[src/sv/ttfd_pkg.sv]
`timescale 1ns / 1ps
// Package for the tiled texel format decoder: sizes, format codes,
// register indexes and the structs passed between modules. No dependencies.
package ttfd_pkg;

  // Image geometry
  localparam int MAX_TILES = 128;
  localparam int TILE_SIDE = 8;
  localparam int TILE_BITS = $clog2(TILE_SIDE);
  localparam int IDX_W     = 2 * TILE_BITS;
  localparam int TCNT_W    = (MAX_TILES > 1) ? $clog2(MAX_TILES) : 1;

  // Field widths
  localparam int RAW_W   = 32;
  localparam int COORD_W = 10;
  localparam int CHAN_W  = 8;
  localparam int FMT_W   = 4;
  localparam int TILES_W = 8;

  // Configuration port
  localparam int DATA_W    = 32;
  localparam int ADDR_W    = 4;
  localparam int REG_IDX_W = 2;

  localparam logic [REG_IDX_W-1:0] REG_TEXEL_FORMAT    = 2'd0;
  localparam logic [REG_IDX_W-1:0] REG_WIDTH_IN_TILES  = 2'd1;
  localparam logic [REG_IDX_W-1:0] REG_HEIGHT_IN_TILES = 2'd2;

  // Texel format codes
  localparam logic [FMT_W-1:0] FMT_RGBA8888 = 4'd0;
  localparam logic [FMT_W-1:0] FMT_RGB888   = 4'd1;
  localparam logic [FMT_W-1:0] FMT_RGBA5551 = 4'd2;
  localparam logic [FMT_W-1:0] FMT_RGB565   = 4'd3;
  localparam logic [FMT_W-1:0] FMT_RGBA4444 = 4'd4;
  localparam logic [FMT_W-1:0] FMT_LA88     = 4'd5;
  localparam logic [FMT_W-1:0] FMT_HL8      = 4'd6;
  localparam logic [FMT_W-1:0] FMT_L8       = 4'd7;
  localparam logic [FMT_W-1:0] FMT_A8       = 4'd8;
  localparam logic [FMT_W-1:0] FMT_LA44     = 4'd9;
  localparam logic [FMT_W-1:0] FMT_L4       = 4'd10;
  localparam logic [FMT_W-1:0] FMT_A4       = 4'd11;

  typedef struct packed {
    logic [FMT_W-1:0]   texel_format;
    logic [TILES_W-1:0] width_in_tiles;
    logic [TILES_W-1:0] height_in_tiles;
  } cfg_t;

  typedef struct packed {
    logic [COORD_W-1:0] pixel_x;
    logic [COORD_W-1:0] pixel_y;
    logic               last_texel;
  } pos_t;

  typedef struct packed {
    logic [CHAN_W-1:0] red;
    logic [CHAN_W-1:0] green;
    logic [CHAN_W-1:0] blue;
    logic [CHAN_W-1:0] alpha;
  } rgba_t;

endpackage

[src/sv/ttfd_stream_if.sv]
`timescale 1ns / 1ps
// Valid/ready stream interfaces for texel input and pixel output.
// Depends on ttfd_pkg.
interface ttfd_texel_if import ttfd_pkg::*; ();
  logic             valid;
  logic             ready;
  logic [RAW_W-1:0] raw_texel;

  modport source (output valid, output raw_texel, input ready);
  modport sink   (input valid, input raw_texel, output ready);
endinterface

interface ttfd_pixel_if import ttfd_pkg::*; ();
  logic               valid;
  logic               ready;
  logic [COORD_W-1:0] pixel_x;
  logic [COORD_W-1:0] pixel_y;
  logic [CHAN_W-1:0]  red;
  logic [CHAN_W-1:0]  green;
  logic [CHAN_W-1:0]  blue;
  logic [CHAN_W-1:0]  alpha;
  logic               last_texel;

  modport source (output valid, output pixel_x, output pixel_y, output red, output green,
                  output blue, output alpha, output last_texel, input ready);
  modport sink   (input valid, input pixel_x, input pixel_y, input red, input green,
                  input blue, input alpha, input last_texel, output ready);
endinterface

[src/sv/ttfd_apb_regs.sv]
`timescale 1ns / 1ps
// APB-style configuration registers: format, width and height in tiles.
// Depends on ttfd_pkg.
module ttfd_apb_regs
  import ttfd_pkg::*;
(
  input  logic              clk,
  input  logic              rst_n,
  input  logic              psel,
  input  logic              penable,
  input  logic              pwrite,
  input  logic [ADDR_W-1:0] paddr,
  input  logic [DATA_W-1:0] pwdata,
  output logic [DATA_W-1:0] prdata,
  output logic              pready,
  output cfg_t              cfg
);

  cfg_t                 cfg_r, cfg_nxt;
  logic [REG_IDX_W-1:0] reg_idx;
  logic                 wr_en;

  assign pready  = 1'b1;
  assign reg_idx = paddr[ADDR_W-1:2];
  assign wr_en   = psel && penable && pwrite;

  // Register write decode; writes beyond the register list are dropped.
  always_comb begin
    cfg_nxt = cfg_r;
    if (wr_en) begin
      case (reg_idx)
        REG_TEXEL_FORMAT:    cfg_nxt.texel_format    = pwdata[FMT_W-1:0];
        REG_WIDTH_IN_TILES:  cfg_nxt.width_in_tiles  = pwdata[TILES_W-1:0];
        REG_HEIGHT_IN_TILES: cfg_nxt.height_in_tiles = pwdata[TILES_W-1:0];
        default:             cfg_nxt = cfg_r;
      endcase
    end
  end

  always_ff @(posedge clk) begin
    if (!rst_n) begin
      cfg_r.texel_format    <= FMT_RGBA8888;
      cfg_r.width_in_tiles  <= TILES_W'(1);
      cfg_r.height_in_tiles <= TILES_W'(1);
    end else begin
      cfg_r <= cfg_nxt;
    end
  end

  // Read-back mux.
  always_comb begin
    case (reg_idx)
      REG_TEXEL_FORMAT:    prdata = DATA_W'(cfg_r.texel_format);
      REG_WIDTH_IN_TILES:  prdata = DATA_W'(cfg_r.width_in_tiles);
      REG_HEIGHT_IN_TILES: prdata = DATA_W'(cfg_r.height_in_tiles);
      default:             prdata = '0;
    endcase
  end

  assign cfg = cfg_r;

endmodule

[src/sv/ttfd_tile_walker.sv]
`timescale 1ns / 1ps
// Texel position counters: Morton index within a tile, tile column and row.
// Depends on ttfd_pkg.
module ttfd_tile_walker
  import ttfd_pkg::*;
(
  input  logic clk,
  input  logic rst_n,
  input  logic advance,
  input  cfg_t cfg,
  output pos_t pos
);

  localparam int CMP_W = 16;
  localparam int POS_W = TCNT_W + TILE_BITS;

  logic [IDX_W-1:0]     idx_r, idx_nxt;
  logic [TCNT_W-1:0]    col_r, col_nxt;
  logic [TCNT_W-1:0]    row_r, row_nxt;
  logic [TILE_BITS-1:0] lx, ly;
  logic [POS_W-1:0]     x_full, y_full;
  logic [TILES_W-1:0]   w_lim, h_lim;
  logic [CMP_W-1:0]     col_inc, row_inc;
  logic                 end_tile, end_row, last;

  // Clamp a tile count to the range 1 .. MAX_TILES.
  function automatic logic [TILES_W-1:0] tiles_limit(input logic [TILES_W-1:0] v);
    logic [TILES_W-1:0] res;
    res = v;
    if (v == '0) res = TILES_W'(1);
    else if (int'(v) > MAX_TILES) res = TILES_W'(MAX_TILES);
    return res;
  endfunction

  // Z order: even index bits give x, odd bits give y.
  always_comb begin
    for (int k = 0; k < TILE_BITS; k++) begin
      lx[k] = idx_r[2*k];
      ly[k] = idx_r[2*k+1];
    end
  end

  assign w_lim    = tiles_limit(cfg.width_in_tiles);
  assign h_lim    = tiles_limit(cfg.height_in_tiles);
  assign col_inc  = CMP_W'(col_r) + CMP_W'(1);
  assign row_inc  = CMP_W'(row_r) + CMP_W'(1);
  assign end_tile = (idx_r == {IDX_W{1'b1}});
  assign end_row  = end_tile && (col_inc >= CMP_W'(w_lim));
  assign last     = end_row && (row_inc >= CMP_W'(h_lim));

  assign x_full         = {col_r, lx};
  assign y_full         = {row_r, ly};
  assign pos.pixel_x    = COORD_W'(x_full);
  assign pos.pixel_y    = COORD_W'(y_full);
  assign pos.last_texel = last;

  // Counter advance on every accepted texel.
  always_comb begin
    idx_nxt = idx_r;
    col_nxt = col_r;
    row_nxt = row_r;
    if (advance) begin
      idx_nxt = idx_r + IDX_W'(1);
      if (end_tile) begin
        if (end_row) begin
          col_nxt = '0;
          row_nxt = last ? '0 : TCNT_W'(row_inc);
        end else begin
          col_nxt = TCNT_W'(col_inc);
        end
      end
    end
  end

  always_ff @(posedge clk) begin
    if (!rst_n) begin
      idx_r <= '0;
      col_r <= '0;
      row_r <= '0;
    end else begin
      idx_r <= idx_nxt;
      col_r <= col_nxt;
      row_r <= row_nxt;
    end
  end

endmodule

[src/sv/ttfd_color_decode.sv]
`timescale 1ns / 1ps
// Texel format unpacking into 8-bit red, green, blue and alpha.
// Depends on ttfd_pkg.
module ttfd_color_decode
  import ttfd_pkg::*;
(
  input  logic [FMT_W-1:0] texel_format,
  input  logic [RAW_W-1:0] raw_texel,
  output rgba_t            rgba
);

  // Widen narrow channels by bit replication.
  function automatic logic [7:0] widen4(input logic [3:0] v);
    return {v, v};
  endfunction

  function automatic logic [7:0] widen5(input logic [4:0] v);
    return {v, v[4:2]};
  endfunction

  function automatic logic [7:0] widen6(input logic [5:0] v);
    return {v, v[5:4]};
  endfunction

  logic [7:0]  b0, b1, b2, b3;
  logic [15:0] v16;

  assign b0  = raw_texel[7:0];
  assign b1  = raw_texel[15:8];
  assign b2  = raw_texel[23:16];
  assign b3  = raw_texel[31:24];
  assign v16 = raw_texel[15:0];

  // Per-format channel selection; unused codes give all zero.
  always_comb begin
    rgba = '0;
    case (texel_format)
      FMT_RGBA8888: rgba = '{red: b3, green: b2, blue: b1, alpha: b0};
      FMT_RGB888:   rgba = '{red: b2, green: b1, blue: b0, alpha: 8'hFF};
      FMT_RGBA5551: begin
        rgba.red   = widen5(v16[15:11]);
        rgba.green = widen5(v16[10:6]);
        rgba.blue  = widen5(v16[5:1]);
        rgba.alpha = v16[0] ? 8'hFF : 8'h00;
      end
      FMT_RGB565: begin
        rgba.red   = widen5(v16[15:11]);
        rgba.green = widen6(v16[10:5]);
        rgba.blue  = widen5(v16[4:0]);
        rgba.alpha = 8'hFF;
      end
      FMT_RGBA4444: begin
        rgba.red   = widen4(v16[15:12]);
        rgba.green = widen4(v16[11:8]);
        rgba.blue  = widen4(v16[7:4]);
        rgba.alpha = widen4(v16[3:0]);
      end
      FMT_LA88: rgba = '{red: b1, green: b1, blue: b1, alpha: b0};
      FMT_HL8:  rgba = '{red: b1, green: b0, blue: 8'h00, alpha: 8'hFF};
      FMT_L8:   rgba = '{red: b0, green: b0, blue: b0, alpha: 8'hFF};
      FMT_A8:   rgba = '{red: 8'hFF, green: 8'hFF, blue: 8'hFF, alpha: b0};
      FMT_LA44: begin
        rgba.red   = widen4(b0[7:4]);
        rgba.green = widen4(b0[7:4]);
        rgba.blue  = widen4(b0[7:4]);
        rgba.alpha = widen4(b0[3:0]);
      end
      FMT_L4: begin
        rgba.red   = widen4(raw_texel[3:0]);
        rgba.green = widen4(raw_texel[3:0]);
        rgba.blue  = widen4(raw_texel[3:0]);
        rgba.alpha = 8'hFF;
      end
      FMT_A4: begin
        rgba.red   = 8'hFF;
        rgba.green = 8'hFF;
        rgba.blue  = 8'hFF;
        rgba.alpha = widen4(raw_texel[3:0]);
      end
      default: rgba = '0;
    endcase
  end

endmodule

[src/sv/tiled_texel_format_decoder_top.sv]
`timescale 1ns / 1ps
// Top level of the tiled texel format decoder.
// Depends on ttfd_pkg, the stream interfaces and the three submodules.
//
//   Channel     Kind          Carries
//   in_texel    valid/ready   raw_texel, one texel per transfer
//   out_pixel   valid/ready   pixel_x, pixel_y, red, green, blue, alpha, last_texel
//   cfg (APB)   write/read    texel_format, width_in_tiles, height_in_tiles
//
// One texel per cycle while the output is not stalled; a texel's pixel passes
// the input register, then the result register, of the two-stage pipeline.
// Synchronous active-low reset clears both stage valids, the position
// counters and the registers to their defaults. A stalled output holds its
// result while the input register still takes a texel if it is empty.
module tiled_texel_format_decoder_top
  import ttfd_pkg::*;
(
  input  logic              clk,
  input  logic              rst_n,
  ttfd_texel_if.sink        in_texel,
  ttfd_pixel_if.source      out_pixel,
  input  logic              psel,
  input  logic              penable,
  input  logic              pwrite,
  input  logic [ADDR_W-1:0] paddr,
  input  logic [DATA_W-1:0] pwdata,
  output logic [DATA_W-1:0] prdata,
  output logic              pready
);

  cfg_t             cfg;
  pos_t             walk_pos;
  rgba_t            s1_rgba;

  logic             s1_valid_r, s1_valid_nxt;
  logic [RAW_W-1:0] s1_raw_r;
  pos_t             s1_pos_r;
  logic             out_valid_r, out_valid_nxt;
  pos_t             out_pos_r;
  rgba_t            out_rgba_r;

  logic             in_xfer;
  logic             s1_go;

  ttfd_apb_regs u_regs (
    .clk     (clk),
    .rst_n   (rst_n),
    .psel    (psel),
    .penable (penable),
    .pwrite  (pwrite),
    .paddr   (paddr),
    .pwdata  (pwdata),
    .prdata  (prdata),
    .pready  (pready),
    .cfg     (cfg)
  );

  ttfd_tile_walker u_walker (
    .clk     (clk),
    .rst_n   (rst_n),
    .advance (in_xfer),
    .cfg     (cfg),
    .pos     (walk_pos)
  );

  ttfd_color_decode u_decode (
    .texel_format (cfg.texel_format),
    .raw_texel    (s1_raw_r),
    .rgba         (s1_rgba)
  );

  // Pipeline handshake: a stage moves on when the one after it is free.
  assign s1_go          = !out_valid_r || out_pixel.ready;
  assign in_texel.ready = !s1_valid_r || s1_go;
  assign in_xfer        = in_texel.valid && in_texel.ready;

  assign s1_valid_nxt  = in_xfer ? 1'b1 : (s1_go ? 1'b0 : s1_valid_r);
  assign out_valid_nxt = s1_go ? s1_valid_r : out_valid_r;

  always_ff @(posedge clk) begin
    if (!rst_n) begin
      s1_valid_r  <= 1'b0;
      out_valid_r <= 1'b0;
    end else begin
      s1_valid_r  <= s1_valid_nxt;
      out_valid_r <= out_valid_nxt;
    end
  end

  // Input register captures the texel with its position.
  always_ff @(posedge clk) begin
    if (in_xfer) begin
      s1_raw_r <= in_texel.raw_texel;
      s1_pos_r <= walk_pos;
    end
  end

  // Result register.
  always_ff @(posedge clk) begin
    if (s1_go && s1_valid_r) begin
      out_pos_r  <= s1_pos_r;
      out_rgba_r <= s1_rgba;
    end
  end

  assign out_pixel.valid      = out_valid_r;
  assign out_pixel.pixel_x    = out_pos_r.pixel_x;
  assign out_pixel.pixel_y    = out_pos_r.pixel_y;
  assign out_pixel.last_texel = out_pos_r.last_texel;
  assign out_pixel.red        = out_rgba_r.red;
  assign out_pixel.green      = out_rgba_r.green;
  assign out_pixel.blue       = out_rgba_r.blue;
  assign out_pixel.alpha      = out_rgba_r.alpha;

endmodule
[src/flat_wrapper.sv]
// flat-port wrapper written by rule: the top's interface ports become plain ports
module tiled_texel_format_decoder_top_flat import ttfd_pkg::*;
  (clk, rst_n, psel, penable, pwrite, paddr, pwdata, prdata, pready, in_texel_valid, in_texel_raw_texel, in_texel_ready, out_pixel_valid, out_pixel_pixel_x, out_pixel_pixel_y, out_pixel_red, out_pixel_green, out_pixel_blue, out_pixel_alpha, out_pixel_last_texel, out_pixel_ready);
  ttfd_texel_if in_texel_i ();
  ttfd_pixel_if out_pixel_i ();
  input  logic clk;
  input  logic rst_n;
  input  logic psel;
  input  logic penable;
  input  logic pwrite;
  input  logic [ADDR_W-1:0] paddr;
  input  logic [DATA_W-1:0] pwdata;
  output logic [DATA_W-1:0] prdata;
  output logic pready;
  input wire logic [$bits(in_texel_i.valid)-1:0] in_texel_valid;
  input wire logic [$bits(in_texel_i.raw_texel)-1:0] in_texel_raw_texel;
  output wire logic [$bits(in_texel_i.ready)-1:0] in_texel_ready;
  output wire logic [$bits(out_pixel_i.valid)-1:0] out_pixel_valid;
  output wire logic [$bits(out_pixel_i.pixel_x)-1:0] out_pixel_pixel_x;
  output wire logic [$bits(out_pixel_i.pixel_y)-1:0] out_pixel_pixel_y;
  output wire logic [$bits(out_pixel_i.red)-1:0] out_pixel_red;
  output wire logic [$bits(out_pixel_i.green)-1:0] out_pixel_green;
  output wire logic [$bits(out_pixel_i.blue)-1:0] out_pixel_blue;
  output wire logic [$bits(out_pixel_i.alpha)-1:0] out_pixel_alpha;
  output wire logic [$bits(out_pixel_i.last_texel)-1:0] out_pixel_last_texel;
  input wire logic [$bits(out_pixel_i.ready)-1:0] out_pixel_ready;
  assign in_texel_i.valid = in_texel_valid;
  assign in_texel_i.raw_texel = in_texel_raw_texel;
  assign in_texel_ready = in_texel_i.ready;
  assign out_pixel_valid = out_pixel_i.valid;
  assign out_pixel_pixel_x = out_pixel_i.pixel_x;
  assign out_pixel_pixel_y = out_pixel_i.pixel_y;
  assign out_pixel_red = out_pixel_i.red;
  assign out_pixel_green = out_pixel_i.green;
  assign out_pixel_blue = out_pixel_i.blue;
  assign out_pixel_alpha = out_pixel_i.alpha;
  assign out_pixel_last_texel = out_pixel_i.last_texel;
  assign out_pixel_i.ready = out_pixel_ready;
  tiled_texel_format_decoder_top u_core (.clk(clk), .rst_n(rst_n), .in_texel(in_texel_i), .out_pixel(out_pixel_i), .psel(psel), .penable(penable), .pwrite(pwrite), .paddr(paddr), .pwdata(pwdata), .prdata(prdata), .pready(pready));
endmodule
[config.mk]
export PLATFORM = sky130hd
export DESIGN_NAME = tiled_texel_format_decoder_top_flat
export DESIGN_NICKNAME = d
export VERILOG_FILES = /design/src/sv/ttfd_pkg.sv /design/src/sv/ttfd_stream_if.sv /design/src/sv/ttfd_apb_regs.sv /design/src/sv/ttfd_tile_walker.sv /design/src/sv/ttfd_color_decode.sv /design/src/sv/tiled_texel_format_decoder_top.sv /design/src/flat_wrapper.sv
export SDC_FILE = /design/constraint.sdc
export NUM_CORES = 1
export LEC_CHECK = 0
export ABC_AREA = 1
export CAP_MARGIN = 20
export CORE_MARGIN = 1.5
export CORE_UTILIZATION = 45
export CTS_CLUSTER_DIAMETER = 50
export DETAILED_ROUTE_END_ITERATION = 7
export DONT_BUFFER_PORTS = 1
export GPL_TIMING_DRIVEN = 1
export HOLD_SLACK_MARGIN = 0.08
export PLACE_DENSITY = 0.67
export SLEW_MARGIN = 10
export SYNTH_ARGS = -nofsm -noshare
export SYNTH_HDL_FRONTEND = slang
export SYNTH_SLANG_ARGS = --single-unit
[constraint.sdc]
create_clock -name clk -period 11.3 [get_ports clk]
set_input_delay 2.26 -clock clk [delete_from_list [all_inputs] [get_ports clk]]
set_output_delay 2.26 -clock clk [all_outputs]
set_load 0.02 [all_outputs]
==> reports/results.ini <==
[synthesis]
yosysWarningCount = 0
synthXorXnorAreaFrac_pct = 1.00
avgSynthCellArea_um2 = 9.85
synth_area_um2 = 6980
yosys.area_share.simple_pct = 17.1
yosysUniqueCellTypes = 44
ys.flop_type = edfxtp_1
synth_cells = 709
async_flop_share_pct = 0
synth_common_cells = nand2_1 (107), edfxtp_1 (106), nor2_1 (86)
synth_compound_area_share_pct = 12.6
synth-edff-count = 106
yosysMostFrequentCell = nand2_1
yosys.area_share.adder_pct = 3.40
yosysSeqAreaShare_pct = 57.6
yosys.area.top_type = edfxtp_1
synth_top_cells_by_area = edfxtp_1 (46%), dfxtp_1 (12%), nand2_1 (5.8%)
synth_top_area_share_pct = 45.6
synth_top_family_by_area = simple AND/OR/NAND/NOR gates
ys_ff_latch = 148
synth_mux_area_share_pct = 0

[floorplanning]
fp.coreArea_um2 = 15200
die_y_um = 128
boundaryPins = 163
die_width_um = 128
initial_core_util_pct = 45.9
rows = 45
die_area_um2 = 16300

[clock_network]
cts_made_buffers = 17
cts-root-buf = clkbuf_16
post-cts-setup-buffers = 0
clk_path_buf_depth = 2
h-tree-depth = 4
hold_buffers = 0
clk_pin_slew_ns = 0.07
clk_latency_ns = 0.43
tritoncts = yes
numClockSinks = 148
postCtsResizedCells = 0

[setup_path]
cp.arrival_ns = 3.03
worst-path-max-fanout = 7
crit_buf_inv = 1
end_kind = output pin
cp_slowest_stage_delay_ns = 0.57
crit_path_start_kind = input port
critical_path_class = in -> out
required_ns = 9.04
crit_chain = inv_1, nand2_1, o21ai_0
cpLargestDelayFamily = compound AO/OA/AOI/OAI gates
slowest_stage = o21ai_0

[sta]
max_slew_margin_pct = 53.0
setup_violations = 0
hold_violations = 0
setup_ws_ns = 6.01
rsz0062_at_grt = no
tightestPinTransition_ns = 0.705
finalCriticalPeriod_ns = 5.29
maxSlewViolCount = 0
fmax_mhz = 189
fin_tns_setup_ns = 0
finClkSkew_ns = 0.00988
fin_crit_sh_pct = 46.8

[detailed_routing]
wire_per_inst_um = 18.2
ant_nets = 0
drtIter0Drc = 400
via_per_inst = 5.69
drt_pass1_iterations = 5
vias = 5237
route.detailed.drc = 0
totalWireLength_mm = 16.7

[layout]
layout.nets = 813
postLayoutCoreUtil_pct = 50.7
multi_input_area_um2 = 2480
nFillCells = 1384
final-seq-area_um2 = 4020
area_growth_pct = 10.4
antenna_cells = 0
drive_above_1_share_pct = 9.56

[pwr]
p_per_area_nw_per_um2 = 168
ir_drop_v = 0.000103
power_leakage_nw = 3.06

[grt]
grt_pass1_vias = 5126
grt_max_degree = 58
grt_usage_pct = 21.2
antenna_found_initial = 0
grt_first_pass_wirelength_mm = 26.2
overflow = 0

[run]
max-cap-violations = 0

[place]
post-place-ws_ns = 6.01
globalplace.congestion = 0.951
port_buffers = 0
hpwl_mm = 12.3

[outcome]
status = finished clean

[worst_hold_path]
hp-class = reg -> reg

logic make-up (layout without fill, tap and decap cells):
logic type      count (synthesis)  count (layout)
simple gates                  270             270
xor+xnor                        8               8
fa+ha+maj                      19              19
compound gates                140             140
buf+inv                       122             122
flops                         148             148
other cells                     2              25
where the power goes:
group          switching [mW]  total [mW]  internal, mW
registers              0.0262       0.637         0.611
logic                  0.0533      0.0714        0.0182
clock network           0.243       0.586         0.343
total                   0.323        1.29         0.972
through the flow:
step / cells / cell area (um2) / hold WS (ns) / power (mW)
after global placement: 888 / 7090 / 0.405 / 0.718
final: 920 / 7710 / 0.420 / 1.29
after CTS: 920 / 7710 / 0.422 / 1.31
after detailed placement: 888 / 7090 / 0.406 / 0.720
after floorplan: 732 / 7070 / 0.400 / 0.706
after global routing: 920 / 7710 / 0.425 / 1.33
area by class of cell:
| class | count | share of cell area (%) |
|---|---|---|
| Inverter | 88 | 4.32 |
| Tap cell | 188 | 3.05 |
| Timing Repair Buffer | 2 | 0.195 |
| Sequential cell | 148 | 52.2 |
| Clock inverter | 14 | 2.31 |
| Clock buffer | 18 | 5.70 |
| Multi-Input combinational cell | 462 | 32.2 |
flip-flops by register name, indices dropped and copies added (netlist names), 8 cells and up:
register / flops
u_core.s1_raw_r: 32
u_core.s1_pos_r: 21
u_core.u_regs.cfg: 20
u_core.out_pixel.pixel_x: 10
u_core.out_pixel.pixel_y: 10
u_core.out_pixel.alpha: 8
u_core.out_pixel.blue: 8
u_core.out_pixel.green: 8
u_core.out_pixel.red: 8
cells in the final DEF (no fill, tap or decap), types with 3 or more instances in the layout:
cell	synthesis	final
nand2_1	107	107
edfxtp_1	106	106
nor2_1	86	86
inv_1	74	73
a21oi_1	44	43
dfxtp_1	42	42
o21ai_0	39	39
nand3_1	32	32
conb_1	2	25
ha_1	19	19
o22ai_1	17	17
clkbuf_16	0	17
nand4_1	15	15
inv_2	12	13
a221oi_1	9	9
xor2_1	7	7
a211oi_1	7	7
nor3_1	7	7
o221ai_1	7	7
nor4_1	6	6
inv_6	0	6
nand2_2	5	5
inv_8	0	5
nor2_2	3	3
nor2_4	3	3
nor3_2	3	3
per-layer routing:
metal | track usage (%) | wire length (um) | vias to the layer above
met1 | 24.2 | 6590 | 2559
li1 | - | - | 2455
met5 | 0 | 0 | -
met3 | 5.99 | 1010 | 34
met4 | 8.72 | 392 | 0
met2 | 37.4 | 8740 | 189
final timing paths:
check / startpoint / end / slack (ns) / cells after the start
max: paddr[2] / prdata[6] / 6.01 / 3
min reg2reg: u_core.s1_pos_r[5] / u_core.out_pixel.pixel_y[4] / 0.42 / 0
min: u_core.s1_pos_r[5] / u_core.out_pixel.pixel_y[4] / 0.42 / 0
max reg2reg: u_core.u_regs.cfg[10] / u_core.u_walker.row_r[5] / 8.60 / 16
Note: power is estimated with default switching activity, not from simulation.
